`config.mk`:
```
export PLATFORM = sky130hd
export DESIGN_NAME = nearest_neighbour_scale_blit_flat
export DESIGN_NICKNAME = d
export VERILOG_FILES = /design/src/rtl/nnsb_pkg.sv /design/src/rtl/nnsb_in_if.sv /design/src/rtl/nnsb_out_if.sv /design/src/rtl/nnsb_div.sv /design/src/rtl/nearest_neighbour_scale_blit.sv /design/src/flat_wrapper.sv
export SDC_FILE = /design/constraint.sdc
export NUM_CORES = 1
export LEC_CHECK = 0
export ABC_AREA = 0
export BUFFER_PORTS_ARGS = -buffer_cell sky130_fd_sc_hd__buf_4
export CAP_MARGIN = 20
export CORE_MARGIN = 3
export CORE_UTILIZATION = 33
export CTS_CLUSTER_DIAMETER = 30
export CTS_CLUSTER_SIZE = 16
export DETAILED_ROUTE_END_ITERATION = 10
export GPL_TIMING_DRIVEN = 0
export SKIP_LAST_GASP = 1
export SYNTH_ARGS = -nofsm -noshare
export SYNTH_HDL_FRONTEND = slang
export SYNTH_SLANG_ARGS = --single-unit
export TNS_END_PERCENT = 20
```
`constraint.sdc`:
```
create_clock -name clk -period 7.02 [get_ports clk]
set_clock_uncertainty 0.1 [all_clocks]
set_input_delay 0 -clock clk [delete_from_list [all_inputs] [get_ports clk]]
set_output_delay 0 -clock clk [all_outputs]
set_load 0.01 [all_outputs]
```
`src/rtl/nnsb_pkg.sv`:
```
// Shared constants, codes and pixel conversion functions of the scaler.
package nnsb_pkg;

  localparam int MAX_DIM_DEF = 1024;
  localparam int DIM_W       = 10;
  localparam int PROD_W      = 2 * DIM_W;
  localparam int PITCH_W     = 16;
  localparam int ADDR_W      = 32;
  localparam int WORD_W      = 32;
  localparam int EXTENT_W    = 2 * DIM_W;
  localparam int BCNT_W      = 3;
  localparam int FMT_W       = 2;
  localparam int FMTS_W      = 2 * FMT_W;
  localparam int CFG_IDX_W   = 3;
  localparam int CFG_DATA_W  = 32;
  localparam int OFS_W       = DIM_W + BCNT_W;
  localparam int MULP_W      = PITCH_W + DIM_W;

  localparam logic [CFG_IDX_W-1:0] CFG_SRC_ORIGIN = 3'd0;
  localparam logic [CFG_IDX_W-1:0] CFG_SRC_PITCH  = 3'd1;
  localparam logic [CFG_IDX_W-1:0] CFG_DST_ORIGIN = 3'd2;
  localparam logic [CFG_IDX_W-1:0] CFG_DST_PITCH  = 3'd3;
  localparam logic [CFG_IDX_W-1:0] CFG_SRC_EXTENT = 3'd4;
  localparam logic [CFG_IDX_W-1:0] CFG_DST_EXTENT = 3'd5;
  localparam logic [CFG_IDX_W-1:0] CFG_FORMATS    = 3'd6;

  localparam logic [FMT_W-1:0] FMT_ARGB8888 = 2'd0;
  localparam logic [FMT_W-1:0] FMT_RGB888   = 2'd1;
  localparam logic [FMT_W-1:0] FMT_RGB565   = 2'd2;
  localparam logic [FMT_W-1:0] FMT_L8       = 2'd3;

  localparam logic CMD_FETCH  = 1'b0;
  localparam logic CMD_WRITE  = 1'b1;
  localparam logic KIND_READ  = 1'b0;
  localparam logic KIND_WRITE = 1'b1;

  function automatic logic [BCNT_W-1:0] bytes_of(input logic [FMT_W-1:0] fmt);
    return BCNT_W'(3'd4 - {1'b0, fmt});
  endfunction

  function automatic logic [WORD_W-1:0] to_argb(input logic [WORD_W-1:0] c,
                                                input logic [FMT_W-1:0] fmt);
    logic [WORD_W-1:0] a;
    unique case (fmt)
      FMT_ARGB8888: a = c;
      FMT_RGB888:   a = 32'hff00_0000 | c;
      FMT_RGB565:   a = {8'hff, c[15:11], 3'b000, c[10:5], 2'b00, c[4:0], 3'b000};
      default:      a = {8'hff, c[7:0], c[7:0], c[7:0]};
    endcase
    return a;
  endfunction

  function automatic logic [WORD_W-1:0] from_argb(input logic [WORD_W-1:0] a,
                                                  input logic [FMT_W-1:0] fmt);
    logic [WORD_W-1:0] v;
    unique case (fmt)
      FMT_ARGB8888: v = a;
      FMT_RGB888:   v = a & 32'h00ff_ffff;
      FMT_RGB565:   v = {16'h0000, a[23:19], a[15:10], a[7:3]};
      default:      v = {24'h00_0000, a[7:0]};
    endcase
    return v;
  endfunction

  function automatic logic [WORD_W-1:0] convert(input logic [WORD_W-1:0] c,
                                                input logic [FMT_W-1:0] sf,
                                                input logic [FMT_W-1:0] df);
    logic [WORD_W-1:0] v;
    logic [WORD_W-1:0] m;
    v = (sf == df) ? c : from_argb(to_argb(c, sf), df);
    unique case (df)
      FMT_ARGB8888: m = 32'hffff_ffff;
      FMT_RGB888:   m = 32'h00ff_ffff;
      FMT_RGB565:   m = 32'h0000_ffff;
      default:      m = 32'h0000_00ff;
    endcase
    return v & m;
  endfunction

endpackage

```
`src/rtl/nnsb_in_if.sv`:
```
// Input item channel: command and fetched pixel word.
interface nnsb_in_if import nnsb_pkg::*; ();
  logic              valid;
  logic              ready;
  logic              cmd;
  logic [WORD_W-1:0] pixel_word;

  modport source (output valid, output cmd, output pixel_word, input ready);
  modport sink   (input valid, input cmd, input pixel_word, output ready);
endinterface

```
`src/rtl/nnsb_out_if.sv`:
```
// Result item channel: read address or destination write.
interface nnsb_out_if import nnsb_pkg::*; ();
  logic              valid;
  logic              ready;
  logic              kind;
  logic [ADDR_W-1:0] address;
  logic [WORD_W-1:0] pixel_out;
  logic [BCNT_W-1:0] byte_count;
  logic              last;

  modport source (output valid, output kind, output address, output pixel_out,
                  output byte_count, output last, input ready);
  modport sink   (input valid, input kind, input address, input pixel_out,
                  input byte_count, input last, output ready);
endinterface

```
`src/rtl/nnsb_div.sv`:
```
// Iterative restoring divider, one quotient bit per cycle.
module nnsb_div import nnsb_pkg::*; #(
  parameter int NUM_W = PROD_W,
  parameter int DEN_W = DIM_W
) (
  input  logic             clk,
  input  logic             rst_n,
  input  logic             start,
  input  logic [NUM_W-1:0] num,
  input  logic [DEN_W-1:0] den,
  output logic             done,
  output logic [NUM_W-1:0] quo
);

  localparam int CNT_W = (NUM_W > 1) ? $clog2(NUM_W) : 1;

  logic             busy_r;
  logic             done_r;
  logic [CNT_W-1:0] cnt_r;
  logic [NUM_W-1:0] quo_r;
  logic [DEN_W-1:0] rem_r;
  logic [DEN_W-1:0] den_r;

  logic [DEN_W:0]   trial;
  logic             ge;
  logic [DEN_W-1:0] rem_nxt;
  logic [NUM_W-1:0] quo_nxt;

  always_comb begin
    trial   = {rem_r, quo_r[NUM_W-1]};
    ge      = (trial >= {1'b0, den_r});
    rem_nxt = ge ? DEN_W'(trial - {1'b0, den_r}) : DEN_W'(trial);
    quo_nxt = {quo_r[NUM_W-2:0], ge};
  end

  always_ff @(posedge clk) begin
    if (!rst_n) begin
      busy_r <= 1'b0;
      done_r <= 1'b0;
      cnt_r  <= '0;
    end else begin
      done_r <= 1'b0;
      if (start) begin
        busy_r <= 1'b1;
        cnt_r  <= '0;
      end else if (busy_r) begin
        if (cnt_r == CNT_W'(NUM_W - 1)) begin
          busy_r <= 1'b0;
          done_r <= 1'b1;
        end else begin
          cnt_r <= cnt_r + 1'b1;
        end
      end
    end
  end

  always_ff @(posedge clk) begin
    if (start) begin
      quo_r <= num;
      rem_r <= '0;
      den_r <= den;
    end else if (busy_r) begin
      quo_r <= quo_nxt;
      rem_r <= rem_nxt;
    end
  end

  assign done = done_r;
  assign quo  = quo_r;

endmodule

```
`src/rtl/nearest_neighbour_scale_blit.sv`:
```
// Top level of the nearest-neighbor rectangle scaler with pixel format conversion.
//
// Configure through cfg_we/cfg_index/cfg_data while idle; any write restarts
// both rectangle walkers. Each input item on in_ch is a fetch request (cmd 0)
// or a fetched source word (cmd 1). A fetch request returns the source read
// address on out_ch; a word returns the destination address, the converted
// pixel and its byte count. last marks the final fetch or write of the
// rectangle; later requests of that kind, and all requests while the
// destination size is zero, return nothing.
// A fetch passes twice through the shared bit-serial divider (20 quotient
// bits each, source x then source y), then a pitch multiply, an address add,
// the output load and the return to idle. A word takes only the multiply,
// add, load and idle steps.
// One item is in work at a time; in_ch.ready is high while the sequencer is
// idle. Results sit in an output register, so a stalled receiver holds the
// result while the next item is accepted and processed; the sequencer waits
// only when a second result is ready before the first is taken.
// Reset clears the sequencer, the walkers, the configuration registers and the output valid.
module nearest_neighbour_scale_blit import nnsb_pkg::*; #(
  parameter int MAX_DIMENSION = MAX_DIM_DEF
) (
  input  logic                  clk,
  input  logic                  rst_n,
  input  logic                  cfg_we,
  input  logic [CFG_IDX_W-1:0]  cfg_index,
  input  logic [CFG_DATA_W-1:0] cfg_data,
  nnsb_in_if.sink               in_ch,
  nnsb_out_if.source            out_ch
);

  typedef enum logic [5:0] {
    ST_IDLE = 6'b000001,
    ST_DIVX = 6'b000010,
    ST_DIVY = 6'b000100,
    ST_MUL  = 6'b001000,
    ST_SUM  = 6'b010000,
    ST_DONE = 6'b100000
  } state_t;

  function automatic logic [DIM_W-1:0] dim_sat(input logic [DIM_W-1:0] f);
    logic [DIM_W-1:0] d;
    d = f;
    if (int'(f) >= MAX_DIMENSION) begin
      d = DIM_W'(MAX_DIMENSION - 1);
    end
    return d;
  endfunction

  state_t state_r, state_nxt;

  logic [ADDR_W-1:0]   src_origin_r, dst_origin_r;
  logic [PITCH_W-1:0]  src_pitch_r, dst_pitch_r;
  logic [EXTENT_W-1:0] src_extent_r, dst_extent_r;
  logic [FMTS_W-1:0]   formats_r;

  logic [DIM_W-1:0] fetch_col_r, fetch_row_r, write_col_r, write_row_r;
  logic             fetch_fin_r, write_fin_r;
  logic [DIM_W-1:0] fetch_col_nxt, fetch_row_nxt, write_col_nxt, write_row_nxt;
  logic             fetch_fin_nxt, write_fin_nxt;

  logic             kind_r, last_r;
  logic [DIM_W-1:0] col_op_r, row_op_r;
  logic [WORD_W-1:0] pix_r;
  logic [BCNT_W-1:0] bcnt_r;
  logic [MULP_W-1:0] prod_r;
  logic [ADDR_W-1:0] addr_r;

  logic              out_valid_r, out_kind_r, out_last_r;
  logic [ADDR_W-1:0] out_addr_r;
  logic [WORD_W-1:0] out_pix_r;
  logic [BCNT_W-1:0] out_bcnt_r;

  logic [DIM_W-1:0] dw, dh, sw, sh;
  logic [FMT_W-1:0] sf, df;
  logic             accept, produce, out_load;
  logic [DIM_W-1:0] sel_col, sel_row, adv_col, adv_row;
  logic             fin;

  logic              div_start, div_done;
  logic [DIM_W-1:0]  mul_a, mul_b, div_den;
  logic [PROD_W-1:0] div_num, div_quo;
  logic [PITCH_W-1:0] pitch;
  logic [BCNT_W-1:0]  bytes;
  logic [OFS_W-1:0]   offs;

  assign dw = dim_sat(dst_extent_r[DIM_W-1:0]);
  assign dh = dim_sat(dst_extent_r[EXTENT_W-1:DIM_W]);
  assign sw = dim_sat(src_extent_r[DIM_W-1:0]);
  assign sh = dim_sat(src_extent_r[EXTENT_W-1:DIM_W]);
  assign sf = formats_r[FMTS_W-1:FMT_W];
  assign df = formats_r[FMT_W-1:0];

  assign in_ch.ready = (state_r == ST_IDLE);
  assign accept      = in_ch.valid && in_ch.ready;
  assign produce     = accept && (dw != '0) && (dh != '0) &&
                       ((in_ch.cmd == CMD_FETCH) ? !fetch_fin_r : !write_fin_r);
  assign out_load    = (state_r == ST_DONE) && (!out_valid_r || out_ch.ready);

  // Walker step for the selected command.
  always_comb begin
    sel_col = (in_ch.cmd == CMD_WRITE) ? write_col_r : fetch_col_r;
    sel_row = (in_ch.cmd == CMD_WRITE) ? write_row_r : fetch_row_r;
    fin     = (sel_col == DIM_W'(dw - 1'b1)) && (sel_row == DIM_W'(dh - 1'b1));
    if (({1'b0, sel_col} + 1'b1) >= {1'b0, dw}) begin
      adv_col = '0;
      adv_row = DIM_W'(sel_row + 1'b1);
    end else begin
      adv_col = DIM_W'(sel_col + 1'b1);
      adv_row = sel_row;
    end
  end

  always_comb begin
    fetch_col_nxt = fetch_col_r;
    fetch_row_nxt = fetch_row_r;
    fetch_fin_nxt = fetch_fin_r;
    write_col_nxt = write_col_r;
    write_row_nxt = write_row_r;
    write_fin_nxt = write_fin_r;
    if (cfg_we) begin
      fetch_col_nxt = '0;
      fetch_row_nxt = '0;
      fetch_fin_nxt = 1'b0;
      write_col_nxt = '0;
      write_row_nxt = '0;
      write_fin_nxt = 1'b0;
    end else if (produce) begin
      if (in_ch.cmd == CMD_WRITE) begin
        write_col_nxt = adv_col;
        write_row_nxt = adv_row;
        write_fin_nxt = fin;
      end else begin
        fetch_col_nxt = adv_col;
        fetch_row_nxt = adv_row;
        fetch_fin_nxt = fin;
      end
    end
  end

  // Sequencer.
  always_comb begin
    state_nxt = state_r;
    unique case (state_r)
      ST_IDLE: begin
        if (produce) begin
          state_nxt = (in_ch.cmd == CMD_WRITE) ? ST_MUL : ST_DIVX;
        end
      end
      ST_DIVX: if (div_done) state_nxt = ST_DIVY;
      ST_DIVY: if (div_done) state_nxt = ST_MUL;
      ST_MUL:  state_nxt = ST_SUM;
      ST_SUM:  state_nxt = ST_DONE;
      ST_DONE: if (out_load) state_nxt = ST_IDLE;
      default: state_nxt = ST_IDLE;
    endcase
  end

  // Shared divider operands: source x at acceptance, source y after x.
  assign mul_a     = (state_r == ST_IDLE) ? fetch_col_r : row_op_r;
  assign mul_b     = (state_r == ST_IDLE) ? sw : sh;
  assign div_den   = (state_r == ST_IDLE) ? dw : dh;
  assign div_num   = PROD_W'(mul_a) * PROD_W'(mul_b);
  assign div_start = (produce && (in_ch.cmd == CMD_FETCH)) ||
                     ((state_r == ST_DIVX) && div_done);

  nnsb_div #(
    .NUM_W (PROD_W),
    .DEN_W (DIM_W)
  ) u_div (
    .clk   (clk),
    .rst_n (rst_n),
    .start (div_start),
    .num   (div_num),
    .den   (div_den),
    .done  (div_done),
    .quo   (div_quo)
  );

  assign pitch = (kind_r == KIND_WRITE) ? dst_pitch_r : src_pitch_r;
  assign bytes = bytes_of((kind_r == KIND_WRITE) ? df : sf);
  assign offs  = OFS_W'(col_op_r) * OFS_W'(bytes);

  always_ff @(posedge clk) begin
    if (!rst_n) begin
      state_r      <= ST_IDLE;
      src_origin_r <= '0;
      src_pitch_r  <= '0;
      dst_origin_r <= '0;
      dst_pitch_r  <= '0;
      src_extent_r <= '0;
      dst_extent_r <= '0;
      formats_r    <= '0;
      fetch_col_r  <= '0;
      fetch_row_r  <= '0;
      fetch_fin_r  <= 1'b0;
      write_col_r  <= '0;
      write_row_r  <= '0;
      write_fin_r  <= 1'b0;
      out_valid_r  <= 1'b0;
    end else begin
      state_r     <= state_nxt;
      fetch_col_r <= fetch_col_nxt;
      fetch_row_r <= fetch_row_nxt;
      fetch_fin_r <= fetch_fin_nxt;
      write_col_r <= write_col_nxt;
      write_row_r <= write_row_nxt;
      write_fin_r <= write_fin_nxt;
      if (cfg_we) begin
        unique case (cfg_index)
          CFG_SRC_ORIGIN: src_origin_r <= cfg_data;
          CFG_SRC_PITCH:  src_pitch_r  <= cfg_data[PITCH_W-1:0];
          CFG_DST_ORIGIN: dst_origin_r <= cfg_data;
          CFG_DST_PITCH:  dst_pitch_r  <= cfg_data[PITCH_W-1:0];
          CFG_SRC_EXTENT: src_extent_r <= cfg_data[EXTENT_W-1:0];
          CFG_DST_EXTENT: dst_extent_r <= cfg_data[EXTENT_W-1:0];
          CFG_FORMATS:    formats_r    <= cfg_data[FMTS_W-1:0];
          default: ;
        endcase
      end
      if (out_load) begin
        out_valid_r <= 1'b1;
      end else if (out_ch.ready) begin
        out_valid_r <= 1'b0;
      end
    end
  end

  always_ff @(posedge clk) begin
    if (produce) begin
      kind_r   <= in_ch.cmd;
      last_r   <= fin;
      col_op_r <= sel_col;
      row_op_r <= sel_row;
      pix_r    <= (in_ch.cmd == CMD_WRITE) ? convert(in_ch.pixel_word, sf, df) : '0;
      bcnt_r   <= (in_ch.cmd == CMD_WRITE) ? bytes_of(df) : '0;
    end
    if ((state_r == ST_DIVX) && div_done) begin
      col_op_r <= div_quo[DIM_W-1:0];
    end
    if ((state_r == ST_DIVY) && div_done) begin
      row_op_r <= div_quo[DIM_W-1:0];
    end
    if (state_r == ST_MUL) begin
      prod_r <= MULP_W'(row_op_r) * MULP_W'(pitch);
    end
    if (state_r == ST_SUM) begin
      addr_r <= ADDR_W'(((kind_r == KIND_WRITE) ? dst_origin_r : src_origin_r) +
                        ADDR_W'(prod_r) + ADDR_W'(offs));
    end
    if (out_load) begin
      out_kind_r <= kind_r;
      out_addr_r <= addr_r;
      out_pix_r  <= pix_r;
      out_bcnt_r <= bcnt_r;
      out_last_r <= last_r;
    end
  end

  assign out_ch.valid      = out_valid_r;
  assign out_ch.kind       = out_kind_r;
  assign out_ch.address    = out_addr_r;
  assign out_ch.pixel_out  = out_pix_r;
  assign out_ch.byte_count = out_bcnt_r;
  assign out_ch.last       = out_last_r;

endmodule

```
`src/flat_wrapper.sv`:
```
// flat-port wrapper written by rule: the top's interface ports become plain ports
module nearest_neighbour_scale_blit_flat import nnsb_pkg::*;
#(
  parameter int MAX_DIMENSION = MAX_DIM_DEF
)
  (clk, rst_n, cfg_we, cfg_index, cfg_data, in_ch_valid, in_ch_cmd, in_ch_pixel_word, in_ch_ready, out_ch_valid, out_ch_kind, out_ch_address, out_ch_pixel_out, out_ch_byte_count, out_ch_last, out_ch_ready);
  nnsb_in_if in_ch_i ();
  nnsb_out_if out_ch_i ();
  input  logic clk;
  input  logic rst_n;
  input  logic cfg_we;
  input  logic [CFG_IDX_W-1:0] cfg_index;
  input  logic [CFG_DATA_W-1:0] cfg_data;
  input wire logic [$bits(in_ch_i.valid)-1:0] in_ch_valid;
  input wire logic [$bits(in_ch_i.cmd)-1:0] in_ch_cmd;
  input wire logic [$bits(in_ch_i.pixel_word)-1:0] in_ch_pixel_word;
  output wire logic [$bits(in_ch_i.ready)-1:0] in_ch_ready;
  output wire logic [$bits(out_ch_i.valid)-1:0] out_ch_valid;
  output wire logic [$bits(out_ch_i.kind)-1:0] out_ch_kind;
  output wire logic [$bits(out_ch_i.address)-1:0] out_ch_address;
  output wire logic [$bits(out_ch_i.pixel_out)-1:0] out_ch_pixel_out;
  output wire logic [$bits(out_ch_i.byte_count)-1:0] out_ch_byte_count;
  output wire logic [$bits(out_ch_i.last)-1:0] out_ch_last;
  input wire logic [$bits(out_ch_i.ready)-1:0] out_ch_ready;
  assign in_ch_i.valid = in_ch_valid;
  assign in_ch_i.cmd = in_ch_cmd;
  assign in_ch_i.pixel_word = in_ch_pixel_word;
  assign in_ch_ready = in_ch_i.ready;
  assign out_ch_valid = out_ch_i.valid;
  assign out_ch_kind = out_ch_i.kind;
  assign out_ch_address = out_ch_i.address;
  assign out_ch_pixel_out = out_ch_i.pixel_out;
  assign out_ch_byte_count = out_ch_i.byte_count;
  assign out_ch_last = out_ch_i.last;
  assign out_ch_i.ready = out_ch_ready;
  nearest_neighbour_scale_blit #(.MAX_DIMENSION(MAX_DIMENSION)) u_core (.clk(clk), .rst_n(rst_n), .cfg_we(cfg_we), .cfg_index(cfg_index), .cfg_data(cfg_data), .in_ch(in_ch_i), .out_ch(out_ch_i));
endmodule
```
Word-level counts from Yosys, hierarchy flattened

Cells that the tools add are included.

Register bits after elaboration: 420
Input bits: 73

Add/sub/neg operators: 11
$mul: 3
Magnitude comparators: 2
Equal/unequal tests: 24
Multiplexer cells: 36
Bitwise operators: 5
Reduce and logical (&&, ||, !) cells: 37

Operators by type and width:

| operator                                                              | number |
|---|---|
| 32-bit one-hot mux with 3 select lines                                | 3 |
| 32-bit two-way mux                                                    | 4 |
| 10-bit two-way mux                                                    | 12 |
| 20-bit two-way mux                                                    | 2 |
| 6-bit one-hot mux with 6 select lines                                 | 1 |
| 32-bit by 13-bit adder with 32-bit output                             | 1 |
| 32-bit by 26-bit adder with 32-bit output                             | 1 |
| 32-bit bitwise AND                                                    | 1 |
| 10-bit by 16-bit multiplier with 26-bit output                        | 1 |
| 6-bit two-way mux                                                     | 4 |
| 11-bit by 10-bit >= comparator with 1-bit output                      | 2 |
| 10-bit by 1-bit adder with 10-bit output (second input constant)      | 2 |
| 10-bit == test                                                        | 2 |
| 10-bit by 10-bit multiplier with 20-bit output                        | 1 |
| 2-bit AND reduction                                                   | 10 |
| 10-bit nonzero test                                                   | 2 |
| 10-bit by 1-bit subtractor with 10-bit output (second input constant) | 2 |
| 16-bit two-way mux                                                    | 1 |
| 10-bit by 3-bit multiplier with 13-bit output                         | 1 |
| 10-bit by 1-bit adder with 11-bit output (second input constant)      | 1 |
| 10-bit subtractor                                                     | 1 |
| 3-bit == test (second input constant)                                 | 3 |
| 1-bit logical AND                                                     | 9 |
| 2-bit nonzero test                                                    | 4 |
| 27 further kinds                                                      | 47 |

Longest topological paths before layout

Depth after elaboration: 8
Mapped depth: 27
Depth with buffers taken out: 25

By module

From an unflattened synthesis, not the netlist that was laid out.

Cell total of the unflattened synthesis: 3040
Area, all modules: 29193.0 um^2

Modules (own cells, without submodules):

| module                       | instances | cells an instance | area each (um^2) | seq. area each (um^2) |
|---|---|---|---|---|
| nearest_neighbour_scale_blit | 1         | 2824              | 26688.1          | 9308.9 |
| nnsb_div                     | 1         | 216               | 2504.9           | 1241.2 |

Worst setup path before layout

No wires, ideal clock.

Kind: register to register
Start point: reg u_core.kind_r
End point: reg u_core.prod_r[24], data pin
Setup time: 0.259 ns
Arrival time: 6.382 ns
Path slack: 0.278 ns
Stages on the path, launching flop included: 22
Buffers on the path: 2
Clock period less this slack: 6.742 ns
Cells stage by stage: edfxtp_1 clkbuf_1 clkbuf_1 mux2_2 and2_1 fa_1 inv_1 fa_1 inv_1 fa_1 fa_1 inv_1 fa_1 inv_1 ha_1 a211o_1 or3b_2 o21ba_2 o41ai_1 o2111ai_1 a41oi_1 xnor2_1

Cells in the longest elaborated chain, start to end: 2

RTL lines:

| item                                           | line                                | source |
|---|---|---|
| from (decl)                                    | nearest_neighbour_scale_blit.sv:61  | `logic kind_r, last_r;` |
| from (signal assigned)                         | nearest_neighbour_scale_blit.sv:230 | `kind_r <= in_ch.cmd;` |
| 16-bit two-way mux                             | nearest_neighbour_scale_blit.sv:179 | `assign pitch = (kind_r == KIND_WRITE) ? dst_pitch_r : src_pitch_r;` |
| 10-bit by 16-bit multiplier with 26-bit output | nearest_neighbour_scale_blit.sv:244 | `prod_r <= MULP_W'(row_op_r) * MULP_W'(pitch);` |
| to (signal assigned)                           | nearest_neighbour_scale_blit.sv:244 |  |
| to (decl)                                      | nearest_neighbour_scale_blit.sv:65  | `logic [MULP_W-1:0] prod_r;` |

Every way passes these cells.
A chain may end at the register's enable or synchronous reset.

Worst setup path in the final report

Start point: reg u_core.state_r[2]
End point: reg u_core.u_div.quo_r[18] (netlist: u_core.u_div.quo[18]), data pin

Cells in the longest elaborated chain, start to end: 8

RTL lines:

| item                                                                                   | line                                | source |
|---|---|---|
| from (decl)                                                                            | nearest_neighbour_scale_blit.sv:49  | `state_t state_r, state_nxt;` |
| from (signal assigned)                                                                 | nearest_neighbour_scale_blit.sv:201 | `state_r <= state_nxt;` |
| branches (longest 7 deep; another with 10-bit by 10-bit multiplier with 20-bit output) | -                                   |  |
| 20-bit two-way mux *                                                                   | nnsb_div.sv:58                      | `if (start) begin` |
| to (signal assigned)                                                                   | nnsb_div.sv:59                      | `quo_r <= num;` |
| to (signal assigned)                                                                   | nnsb_div.sv:63                      | `quo_r <= quo_nxt;` |
| to (decl)                                                                              | nnsb_div.sv:20                      | `logic [NUM_W-1:0] quo_r;` |

Mark *: on every way between the ends.

==> flow_metrics.tcl <==
set metrics [dict create \
    die_area_um2 91900 \
    period_share 0.973 \
    first_pass_iters 6 \
    drt-initial-drc-count 1529 \
    instances_no_fill 4631 \
    hold_viol 0 \
    fillers 8517 \
    avgSynthCellArea_um2 9.50 \
    crit_cells 23 \
    r2r_end "u_core.u_div.quo[18]" \
    clock_path_buffers 3 \
    routed_via_density 4.95 \
    ios 144 \
    slew_headroom 0.307 \
    cts_tree "built" \
    synthArstFlopShare 0 \
    worstSetupStartpoint "u_core.state_r[2]" \
    reg2reg_from "u_core.state_r[2]" \
    dpl-instance-area_um2 31800 \
    num_rows 108 \
    hold_depth 2 \
    critPathMaxStageDelay_ns 0.54 \
    tightest_slew_ns 1.03 \
    drive_above_1_share 0.117 \
    synthCells 3068 \
    cts_buffers 89 \
    seq_area_um2 10600 \
    crit_type "reg -> reg" \
    rsz0062_at_grt "true" \
    htreeDepth 3 \
    synth_most_common_cell "nand2_1" \
    crit_fanout 10 \
    endpoint "u_core.u_div.quo[18]" \
    start_kind "register" \
    cp.buffers_inverters 5 \
    grt_pass1_wl_um 128000 \
    ys_types 71 \
    initial_core_util 0.334 \
    seq_area_frac_synth 0.362 \
    grt.total_usage 0.177 \
    hp-start "in_ch_cmd" \
    timing.final.ws_setup_ns 0.193 \
    clk_transition_reported_paths_ns 0.05 \
    num_vias 22937 \
    hold_class "in -> reg" \
    wire_per_inst_um 17.6 \
    final_util 0.413 \
    design_area_um2 36000 \
    cp.arrival_ns 7.07 \
    finalPower_mw 8.23 \
    synth_top_area_share 0.220 \
    setup_viol 0 \
    dp.cells 4370 \
    core_area_um2 87200 \
    clock-root-buffer "clkbuf_16" \
    final_max_slew_viol_count 0 \
    worst_r2r_path_depth 23 \
    whs_ns 0.0900 \
    final_antenna_net_count 0 \
    ys.flop_type "edfxtp_1" \
    syn_nets 3540 \
    area_growth_pct 23.6 \
    power_density_nw_per_um2 228 \
    netlist_area_um2 29100 \
    routed_wl_um 81700 \
    crit_family "adder cells" \
    dp_slack_ns -0.836 \
    num-nets-final 3866 \
    grt_max_degree 41 \
    fin_setup_tns_ns 0 \
    max_freq_mhz 146 \
    io_buffers 143 \
    cap_violations 0 \
    end_kind "register" \
    synth-edff-count 214 \
    die_h_um 303 \
    grt_pass1_vias 22534 \
    synthTopCellsByCount "nand2_1, inv_1, nor2_1" \
    drc 0 \
    synth_area_leader_cell "edfxtp_1" \
    path_cells "nor2_2, nand2_1, or4_4, buf_12, buf_6, mux2i_4, or2_2, fa_1, fa_1, inv_1, fa_1, fa_1, inv_1, fa_1, inv_1, ha_1, or3_1, a21o_1, a31oi_4, a211oi_1, a211oi_1, xor2_1, o21ai_0" \
    overflow 0 \
    fin_crit_ns 6.83 \
    routabilityCongestion 0.911 \
    yosys_warnings 0 \
    antenna_found_initial 5 \
    die_w_um 303 \
    clk_latency_ns 0.62 \
    status "finished clean" \
    multi_input_area_um2 17300 \
    cts_sinks 420 \
    cpMostUsedCell "fa_1" \
    cpMaxStageDelayCell "fa_1" \
    rrSetupSlack_ns 0.19 \
    ys_top_cells_by_area "edfxtp_1, dfxtp_1, fa_1" \
    leakagePower_nw 15.1 \
    ys_ff_latch 420 \
    ir_worst_vdd_mv 0.159 \
    required_ns 7.26 \
    hpwl_um 61500 \
]
[where the power goes]
group	switching, mW	leakage (nW)	internal [mW]
registers	0.0563	3.63	2.66
clock network	1.43	1.43	2.69
logic	0.826	10.1	0.564
[layout make-up]
| class | count | share of cell area |
|---|---|---|
| inverters | 282 | 0.0295 |
| well taps | 1155 | 0.0401 |
| plain buffers | 123 | 0.0154 |
| diodes | 5 | 0.000347 |
| multi-input cells | 2240 | 0.481 |
| repair buffers | 238 | 0.0576 |
| flip-flops and latches | 420 | 0.293 |
| clock inverters | 58 | 0.0172 |
| clock buffers | 110 | 0.0660 |
[placed cells by master, fill, tap and decap left out, types with 14 or more instances in the layout]
cell type and count:
nand4_1 14, or4_1 20, a21boi_0 142, buf_4 146
o21a_1 18, clkbuf_16 91, nor2b_1 34, inv_1 280
edfxtp_1 214, xor2_1 35, dfxtp_1 204, nor3_1 23
a21o_1 30, dlygate4sd3_1 89, nand2_1 543, mux2i_1 55
and2_1 80, xnor2_1 72, o21ai_0 71, ha_1 195
or3_1 14, or2_2 15, a211oi_1 19, a21oi_1 144
clkbuf_1 117, o31ai_1 15, a22oi_1 16, fa_1 204
nor2_1 223, nand3_1 45, nand2b_1 25, mux2_2 38
[flip-flops by register name, summed over array words and instances (netlist names), 20 cells and up]
signal                   cells
u_core.src_extent_r         20
u_core.pix_r                32
u_core.addr_r               32
u_core.u_div.quo            20
u_core.out_ch.pixel_out     32
u_core.out_ch.address       32
u_core.dst_extent_r         20
u_core.src_origin_r         32
u_core.dst_origin_r         32
u_core.prod_r               26
[cell families after synthesis]
kind of cell,count (synthesis),share of synthesized area
AND/OR/NAND/NOR,1078,0.164
adder cells (fa/ha/maj),399,0.224
AO/OA/AOI/OAI,543,0.124
XOR/XNOR,107,0.0322
flip-flops,420,0.362
buffers and inverters,408,0.0533
multiplexers,113,0.0407
[timing repair]
| action | CTS | global route |
|---|---|---|
| pin swaps | 0 | 7 |
| buffers inserted | 0 | 2 |
| resized for setup | 44 | 43 |
| setup endpoints to repair | 28 | 16 |
| cloned | 0 | 0 |
| endpoints found under the hold margin | 196 | 0 |
| hold buffers | 89 | 0 |
[worst reg2reg max path, delay by kind of cell, from the launching register on]
| family | cells | cell delay, ns |
|---|---|---|
| simple gates | 5 | 1.48 |
| fa+ha+maj | 6 | 2.72 |
| xor+xnor | 1 | 0.20 |
| buf+inv | 5 | 0.54 |
| compound gates | 5 | 0.90 |
| mux | 1 | 0.26 |
| flops | 1 | 0.34 |
[routing by layer]
metal	track usage	vias to the layer above	share of wire
met5	0	-	0
met2	0.273	720	0.44
li1	-	11056	-
met3	0.0357	130	0.075
met4	0.0519	0	0.024
met1	0.251	11031	0.46
[worst min-delay path by stage]
| stage | to | slack (ns) |
|---|---|---|
| 5_1_grt | u_core.kind_r | 0.07 |
| 4_1_cts | u_core.kind_r | 0.03 |
| 3_3_place_gp | u_core.kind_r | 0.09 |
| 2_1_floorplan | u_core.kind_r | -0.001 |
| 3_5_place_dp | u_core.kind_r | 0.09 |
| 6_report | u_core.kind_r | 0.09 |
(Power assumes the default switching activity.)
